[src/hw/rtl/bdq_pkg.sv]
// shared types and constants of the bounded deque with delete
// no dependencies
package bdq_pkg;

    localparam int DEPTH     = 16;
    localparam int WORD_BITS = 32;
    localparam int IDX_W     = (DEPTH > 1) ? $clog2(DEPTH) : 1;
    localparam int CNT_W     = $clog2(DEPTH + 1);

    localparam int VALUE_W   = 32;
    localparam int OP_W      = 2;
    localparam int STATUS_W  = 2;
    localparam int FILL_W    = 5;
    localparam int LIMIT_W   = 5;

    localparam int M_TDATA_W = ((VALUE_W + FILL_W + 7) / 8) * 8;
    localparam int M_PAD_W   = M_TDATA_W - VALUE_W - FILL_W;

    typedef logic [WORD_BITS-1:0] word_t;
    typedef logic [VALUE_W-1:0]   value_t;
    typedef logic [FILL_W-1:0]    fill_t;
    typedef logic [LIMIT_W-1:0]   limit_t;
    typedef logic [IDX_W-1:0]     idx_t;
    typedef logic [CNT_W-1:0]     cnt_t;

    localparam limit_t LIMIT_RESET = limit_t'(16);

    typedef enum logic [OP_W-1:0] {
        OP_APPEND,
        OP_TAKE_OLD,
        OP_TAKE_NEW,
        OP_DELETE
    } op_t;

    typedef enum logic [STATUS_W-1:0] {
        STATUS_DONE,
        STATUS_FULL,
        STATUS_EMPTY,
        STATUS_NOT_FOUND
    } status_t;

    typedef enum logic [2:0] {
        SEQ_IDLE,
        SEQ_READ,
        SEQ_CHECK,
        SEQ_SHIFT_RD,
        SEQ_SHIFT_WR,
        SEQ_DONE
    } seq_state_t;

endpackage

[src/hw/rtl/bounded_deque_with_delete.sv]
// Bounded deque of words with delete by value. A small sequencer walks a cell
// memory with one write and one read port one entry at a time, reading, comparing
// and shifting through one shared comparator. Uses bdq_pkg. Sequence: an append, a
// refused append and any operation on an empty store go straight to the done state;
// a take from the newest end reads the newest entry; a take from the oldest end reads
// the oldest entry and then shifts each later entry down, and a delete reads and
// compares entries from the oldest end and on a match shifts each later entry down,
// since every search and shift step goes through the one memory read port.
// s_tready is high only while the sequencer is idle, so no new item is taken before
// the last one is through; a finished result waits in the output register while the
// next item is taken, and while that register is still held the next result waits
// in the done state. The fill limit (reset 16, values above the depth act as the
// depth, zero refuses all appends) may be written at any idle time through cfg.
module bounded_deque_with_delete
(
    input  logic                           clk,
    input  logic                           rst_n,

    input  logic                           s_tvalid,
    output logic                           s_tready,
    input  logic [bdq_pkg::VALUE_W-1:0]    s_tdata,   // value
    input  logic [bdq_pkg::OP_W-1:0]       s_tuser,   // op

    output logic                           m_tvalid,
    input  logic                           m_tready,
    output logic [bdq_pkg::M_TDATA_W-1:0]  m_tdata,   // taken_value, fill_count, zero pad
    output logic [bdq_pkg::STATUS_W-1:0]   m_tuser,   // status

    input  logic                           cfg_valid,
    output logic                           cfg_ready,
    input  logic [bdq_pkg::LIMIT_W-1:0]    cfg_data   // fill_limit
);

    bdq_pkg::seq_state_t state_reg, state_next;
    bdq_pkg::op_t        op_reg, op_next;
    bdq_pkg::word_t      value_reg, value_next;
    bdq_pkg::idx_t       idx_reg, idx_next;
    bdq_pkg::cnt_t       occ_reg, occ_next;
    bdq_pkg::word_t      taken_reg, taken_next;
    bdq_pkg::status_t    status_reg, status_next;
    bdq_pkg::limit_t     limit_reg;

    logic                m_tvalid_reg;
    bdq_pkg::value_t     out_taken_reg;
    bdq_pkg::status_t    out_status_reg;
    bdq_pkg::fill_t      out_fill_reg;

    bdq_pkg::word_t      entry_mem [bdq_pkg::DEPTH];
    bdq_pkg::word_t      rd_data_reg;

    logic                rd_en;
    bdq_pkg::idx_t       rd_addr;
    logic                wr_en;
    bdq_pkg::idx_t       wr_addr;
    bdq_pkg::word_t      wr_data;
    logic                out_load;
    logic                out_free;

    bdq_pkg::op_t        in_op;
    bdq_pkg::word_t      in_word;
    bdq_pkg::cnt_t       occ_dec;
    bdq_pkg::cnt_t       idx_inc_cnt;
    logic                is_full;
    logic                is_empty;
    logic                match;
    logic                more;

    assign in_op       = bdq_pkg::op_t'(s_tuser);
    assign in_word     = bdq_pkg::word_t'(s_tdata);
    assign occ_dec     = occ_reg - bdq_pkg::cnt_t'(1);
    assign idx_inc_cnt = bdq_pkg::cnt_t'(idx_reg) + bdq_pkg::cnt_t'(1);
    assign is_full     = (32'(occ_reg) >= 32'(limit_reg)) || (32'(occ_reg) >= bdq_pkg::DEPTH);
    assign is_empty    = (occ_reg == '0);
    assign match       = (rd_data_reg == value_reg);
    assign more        = (idx_inc_cnt < occ_reg);
    assign out_free    = !m_tvalid_reg || m_tready;

    // cell memory, one write and one registered read port
    always_ff @(posedge clk)
    begin
        if (wr_en)
        begin
            entry_mem[wr_addr] <= wr_data;
        end
        if (rd_en)
        begin
            rd_data_reg <= entry_mem[rd_addr];
        end
    end

    // sequencer next state
    always_comb
    begin
        state_next = state_reg;
        unique case (state_reg)
            bdq_pkg::SEQ_IDLE:
            begin
                if (s_tvalid)
                begin
                    if (in_op == bdq_pkg::OP_APPEND || is_empty)
                    begin
                        state_next = bdq_pkg::SEQ_DONE;
                    end
                    else
                    begin
                        state_next = bdq_pkg::SEQ_READ;
                    end
                end
            end
            bdq_pkg::SEQ_READ:
            begin
                state_next = bdq_pkg::SEQ_CHECK;
            end
            bdq_pkg::SEQ_CHECK:
            begin
                unique case (op_reg)
                    bdq_pkg::OP_TAKE_OLD:
                    begin
                        state_next = bdq_pkg::SEQ_SHIFT_RD;
                    end
                    bdq_pkg::OP_DELETE:
                    begin
                        if (match)
                        begin
                            state_next = bdq_pkg::SEQ_SHIFT_RD;
                        end
                        else if (more)
                        begin
                            state_next = bdq_pkg::SEQ_READ;
                        end
                        else
                        begin
                            state_next = bdq_pkg::SEQ_DONE;
                        end
                    end
                    default:
                    begin
                        state_next = bdq_pkg::SEQ_DONE;
                    end
                endcase
            end
            bdq_pkg::SEQ_SHIFT_RD:
            begin
                state_next = more ? bdq_pkg::SEQ_SHIFT_WR : bdq_pkg::SEQ_DONE;
            end
            bdq_pkg::SEQ_SHIFT_WR:
            begin
                state_next = bdq_pkg::SEQ_SHIFT_RD;
            end
            bdq_pkg::SEQ_DONE:
            begin
                if (out_free)
                begin
                    state_next = bdq_pkg::SEQ_IDLE;
                end
            end
            default:
            begin
                state_next = bdq_pkg::SEQ_IDLE;
            end
        endcase
    end

    // sequencer outputs and datapath
    always_comb
    begin
        s_tready    = 1'b0;
        op_next     = op_reg;
        value_next  = value_reg;
        idx_next    = idx_reg;
        occ_next    = occ_reg;
        taken_next  = taken_reg;
        status_next = status_reg;
        rd_en       = 1'b0;
        rd_addr     = idx_reg;
        wr_en       = 1'b0;
        wr_addr     = idx_reg;
        wr_data     = rd_data_reg;
        out_load    = 1'b0;
        unique case (state_reg)
            bdq_pkg::SEQ_IDLE:
            begin
                s_tready = 1'b1;
                if (s_tvalid)
                begin
                    op_next     = in_op;
                    value_next  = in_word;
                    taken_next  = '0;
                    status_next = bdq_pkg::STATUS_DONE;
                    idx_next    = (in_op == bdq_pkg::OP_TAKE_NEW) ? occ_dec[bdq_pkg::IDX_W-1:0] : '0;
                    unique case (in_op)
                        bdq_pkg::OP_APPEND:
                        begin
                            if (is_full)
                            begin
                                status_next = bdq_pkg::STATUS_FULL;
                            end
                            else
                            begin
                                wr_en    = 1'b1;
                                wr_addr  = occ_reg[bdq_pkg::IDX_W-1:0];
                                wr_data  = in_word;
                                occ_next = occ_reg + bdq_pkg::cnt_t'(1);
                            end
                        end
                        bdq_pkg::OP_DELETE:
                        begin
                            if (is_empty)
                            begin
                                status_next = bdq_pkg::STATUS_NOT_FOUND;
                            end
                        end
                        default:
                        begin
                            if (is_empty)
                            begin
                                status_next = bdq_pkg::STATUS_EMPTY;
                            end
                        end
                    endcase
                end
            end
            bdq_pkg::SEQ_READ:
            begin
                rd_en   = 1'b1;
                rd_addr = idx_reg;
            end
            bdq_pkg::SEQ_CHECK:
            begin
                unique case (op_reg)
                    bdq_pkg::OP_TAKE_NEW:
                    begin
                        taken_next = rd_data_reg;
                        occ_next   = occ_dec;
                    end
                    bdq_pkg::OP_TAKE_OLD:
                    begin
                        taken_next = rd_data_reg;
                    end
                    bdq_pkg::OP_DELETE:
                    begin
                        if (!match)
                        begin
                            if (more)
                            begin
                                idx_next = idx_inc_cnt[bdq_pkg::IDX_W-1:0];
                            end
                            else
                            begin
                                status_next = bdq_pkg::STATUS_NOT_FOUND;
                            end
                        end
                    end
                    default:
                    begin
                        status_next = status_reg;
                    end
                endcase
            end
            bdq_pkg::SEQ_SHIFT_RD:
            begin
                if (more)
                begin
                    rd_en   = 1'b1;
                    rd_addr = idx_inc_cnt[bdq_pkg::IDX_W-1:0];
                end
                else
                begin
                    occ_next = occ_dec;
                end
            end
            bdq_pkg::SEQ_SHIFT_WR:
            begin
                wr_en    = 1'b1;
                wr_addr  = idx_reg;
                wr_data  = rd_data_reg;
                idx_next = idx_inc_cnt[bdq_pkg::IDX_W-1:0];
            end
            bdq_pkg::SEQ_DONE:
            begin
                out_load = out_free;
            end
            default:
            begin
                out_load = 1'b0;
            end
        endcase
    end

    always_ff @(posedge clk or negedge rst_n)
    begin
        if (!rst_n)
        begin
            state_reg    <= bdq_pkg::SEQ_IDLE;
            occ_reg      <= '0;
            limit_reg    <= bdq_pkg::LIMIT_RESET;
            m_tvalid_reg <= 1'b0;
        end
        else
        begin
            state_reg <= state_next;
            occ_reg   <= occ_next;
            if (cfg_valid)
            begin
                limit_reg <= cfg_data;
            end
            if (out_load)
            begin
                m_tvalid_reg <= 1'b1;
            end
            else if (m_tready)
            begin
                m_tvalid_reg <= 1'b0;
            end
        end
    end

    // payload registers
    always_ff @(posedge clk)
    begin
        op_reg     <= op_next;
        value_reg  <= value_next;
        idx_reg    <= idx_next;
        taken_reg  <= taken_next;
        status_reg <= status_next;
        if (out_load)
        begin
            out_taken_reg  <= bdq_pkg::value_t'(taken_reg);
            out_status_reg <= status_reg;
            out_fill_reg   <= bdq_pkg::fill_t'(occ_reg);
        end
    end

    assign cfg_ready = 1'b1;
    assign m_tvalid  = m_tvalid_reg;
    assign m_tdata   = {{bdq_pkg::M_PAD_W{1'b0}}, out_fill_reg, out_taken_reg};
    assign m_tuser   = out_status_reg;

`ifndef SYNTHESIS
    // fill count stays within the depth
    assert property (@(posedge clk) disable iff (!rst_n)
        32'(occ_reg) <= bdq_pkg::DEPTH)
        else $error("fill count above depth");

    // a refused take can only happen on an empty store
    assert property (@(posedge clk) disable iff (!rst_n)
        (m_tvalid && m_tuser == bdq_pkg::STATUS_EMPTY) |-> (out_fill_reg == '0))
        else $error("empty status with nonzero fill count");

    // only a completed take returns a word
    assert property (@(posedge clk) disable iff (!rst_n)
        (m_tvalid && m_tuser != bdq_pkg::STATUS_DONE) |-> (out_taken_reg == '0))
        else $error("taken word on a refused operation");

    // cell writes stay inside the stored range or at the append slot
    assert property (@(posedge clk) disable iff (!rst_n)
        wr_en |-> (bdq_pkg::cnt_t'(wr_addr) <= occ_reg))
        else $error("cell write beyond fill count");
`endif

endmodule
[config.mk]
export PLATFORM = sky130hd
export DESIGN_NAME = bounded_deque_with_delete
export DESIGN_NICKNAME = d
export VERILOG_FILES = /design/src/hw/rtl/bdq_pkg.sv /design/src/hw/rtl/bounded_deque_with_delete.sv
export SDC_FILE = /design/constraint.sdc
export NUM_CORES = 1
export LEC_CHECK = 0
export BUFFER_PORTS_ARGS = -buffer_cell sky130_fd_sc_hd__buf_2
export CORE_MARGIN = 5
export CORE_UTILIZATION = 40
export CTS_CLUSTER_DIAMETER = 40
export CTS_CLUSTER_SIZE = 28
export DETAILED_ROUTE_END_ITERATION = 8
export SKIP_LAST_GASP = 1
export SYNTH_ARGS = -nofsm -noshare
export SYNTH_HDL_FRONTEND = slang
export SYNTH_SLANG_ARGS = --single-unit
[constraint.sdc]
create_clock -name clk -period 4.9 [get_ports clk]
set_input_delay 0.735 -clock clk [delete_from_list [all_inputs] [get_ports clk]]
set_output_delay 0.735 -clock clk [all_outputs]
set_load 0.02 [all_outputs]
==> results_dict.tcl <==
set metrics [dict create \
    synth_cell_type_count 63 \
    leakagePower_nw 12.4 \
    path_clk_slew_ns 0.06 \
    period_needed_ns 4.27 \
    nNetsFinal 2479 \
    yosysWarnings 0 \
    syn_avg_cell_area_um2 13.3 \
    vias 20900 \
    slew_headroom 0.182 \
    crit_chain "ha_4 -> xor2_1 -> ha_1 -> nand2_1 -> o21a_1 -> o21ai_4 -> nand2b_2 -> o22ai_1 -> nor3_1 -> buf_4 -> or4_1" \
    drv_slew 0 \
    port_buffers 84 \
    postRouteWirelength_mm 89.8 \
    die_height_um 290 \
    grt_max_degree 136 \
    cts_tree "done" \
    worstPathRequired_ns 5.27 \
    fmax_mhz 234 \
    syn_inst 2364 \
    power_density_mw_per_mm2 672 \
    wire_per_inst_um 25.5 \
    antenna_found_initial 3 \
    cts_made_buffers 83 \
    synth-edff-count 655 \
    place_congestion 0.887 \
    coreArea_mm2 0.0776 \
    stdcell_count 3527 \
    clkSinkCount 669 \
    worstSkewPairLatency_ns 0.65 \
    critical_path.endpoint_type "flip-flop" \
    post-cts-setup-buffer-count 0 \
    synth_flop_cell "edfxtp_1" \
    arrival_ns 4.64 \
    start_kind "flip-flop" \
    die_x_um 290 \
    io_pins 89 \
    antenna_cells 0 \
    grt_pass1_vias 20800 \
    grt_pass1_wl_mm 132 \
    initial_core_util 0.404 \
    h-tree-depth 3 \
    cpMaxStageDelayCell "o22ai_1" \
    post-place-cells 3370 \
    cts_max_path_buffers 3 \
    largest_reg_flops 512 \
    status "finished, final reports clean" \
    die_area_mm2 0.0841 \
    critPathMaxFanout 23 \
    drc 0 \
    fin_hold_ws_ns 0.292 \
    final_common_cell "edfxtp_1" \
    drtPass1Iterations 6 \
    finalPower_mw 24.2 \
    detail-route-antenna-nets 0 \
    hold_violations 0 \
    synth-seq-cells 669 \
    critical_path_class "reg -> reg" \
    rows 102 \
    overflow 0 \
    tns_ns 0 \
    via_per_inst 5.94 \
    netlist_area_mm2 0.0314 \
    peakVddDrop_v 0.000791 \
    cts_root_buf "clkbuf_16" \
    fin_skew_ns 0.0257 \
    drv_cap 0 \
    grt_usage 0.204 \
    top_register "entry_mem" \
    tightest_slew_ns 1.23 \
    setup_viol 0 \
    final_cell_mix "655 x edfxtp_1, 311 x nand2_1, 209 x mux2_2" \
    rsz0062_at_grt "false" \
    dp_hpwl_mm 53.2 \
    hold_path_class "in -> reg" \
    synth-async-reset-ratio 0.0209 \
    first_iter_violations 2022 \
    crit_path_max_incr_delay_ns 0.72 \
    syn_to_final_growth_pct 15.0 \
    ys_seq_area_frac 0.638 \
    drive_gt1_frac 0.211 \
    cts_resized 0 \
    period_share 0.870 \
]
-- per-stage QoR --
step | setup WS (ns) | util | cell area (µm²)
floorplan | 0.0992 | - | 31400
global placement | 0.745 | 0.428 | 33200
detailed placement | 0.733 | 0.428 | 33200
CTS | 0.713 | 0.465 | 36100
global route | 0.442 | 0.465 | 36100
finish | 0.635 | 0.465 | 36100
-- power breakdown --
part | internal [mW] | switching, mW
logic | 3.28 | 6.27
clock network | 3.53 | 2.64
registers | 7.93 | 0.586
total | 14.7 | 9.49
-- per-layer routing --
layer	vias up	share of wire	GRT usage
li1	9233	-	-
met1	10600	0.41	0.273
met2	931	0.47	0.331
met3	166	0.086	0.0435
met4	0	0.033	0.0745
met5	-	0	0
-- logic make-up (layout without fill, tap and decap cells) --
group / count (synthesis) / in the layout / synth area share
DFF: 669 / 669 / 0.638
and+or+nand+nor: 669 / 669 / 0.0962
muxes: 406 / 406 / 0.139
AOI/OAI and AO/OA: 362 / 362 / 0.0818
buffers and inverters: 194 / 315 / 0.0254
xor gates and xnor gates: 43 / 43 / 0.0120
adders and majority gates: 19 / 19 / 0.00758
other: 2 / 4 / 0.000239
-- final cells by class --
cell class / count / area [µm²]
fillers: 6815 / 41500
clock inverters: 62 / 666
multi-input cells: 1503 / 10800
clock buffers: 94 / 2160
inverters: 19 / 71.3
repair buffers: 140 / 1040
well taps: 1040 / 1300
flip-flops and latches: 669 / 20000
-- cells in the mapped netlist (all sizes together), types with 22 or more instances --
library cell / number / area [µm²]
a21oi: 22 / 114
a32o: 32 / 320
and2: 35 / 219
buf: 58 / 285
clkbuf: 117 / 440
edfxtp: 655 / 19700
mux2: 209 / 2350
mux2i: 195 / 1950
nand2: 311 / 1170
nand3: 32 / 160
nand4: 39 / 244
nor2: 119 / 447
nor3: 75 / 375
o21ai: 48 / 240
o221ai: 29 / 254
o22ai: 124 / 776
o31ai: 31 / 233
or4: 31 / 233
xnor2: 41 / 359
-- path summary, 6_finish.rpt --
path | start | end | slack, ns | cells past startpoint
max in group asynchronous | rst_n | limit_reg[4] | 4.05 | 2
setup / recovery | idx_reg[1] | rd_data_reg[24] | 0.63 | 11
hold reg to reg | taken_reg[11] | out_taken_reg[11] | 0.42 | 0
setup reg to reg | idx_reg[1] | rd_data_reg[24] | 0.63 | 11
min in group asynchronous | rst_n | occ_reg[3] | 0.55 | 2
hold / removal | s_tdata[6] | value_reg[6] | 0.29 | 1
-- critical path: cells and delay by family, from the launching register on --
kind                     cells  cell delay (ns)
AO/OA/AOI/OAI                3             1.39
AND/OR/NAND/NOR              4             1.18
adder cells (fa/ha/maj)      2             0.60
flip-flops                   1             0.49
XOR/XNOR                     1             0.18
buffers and inverters        1             0.16
-- repair_timing --
action / 4_1_cts / 5_1_grt
hold buffers: 1 / 0
endpoints found under the setup margin: 0 / 0
endpoints found under the hold margin: 13 / 0
Note: power is estimated with default switching activity, not from simulation.
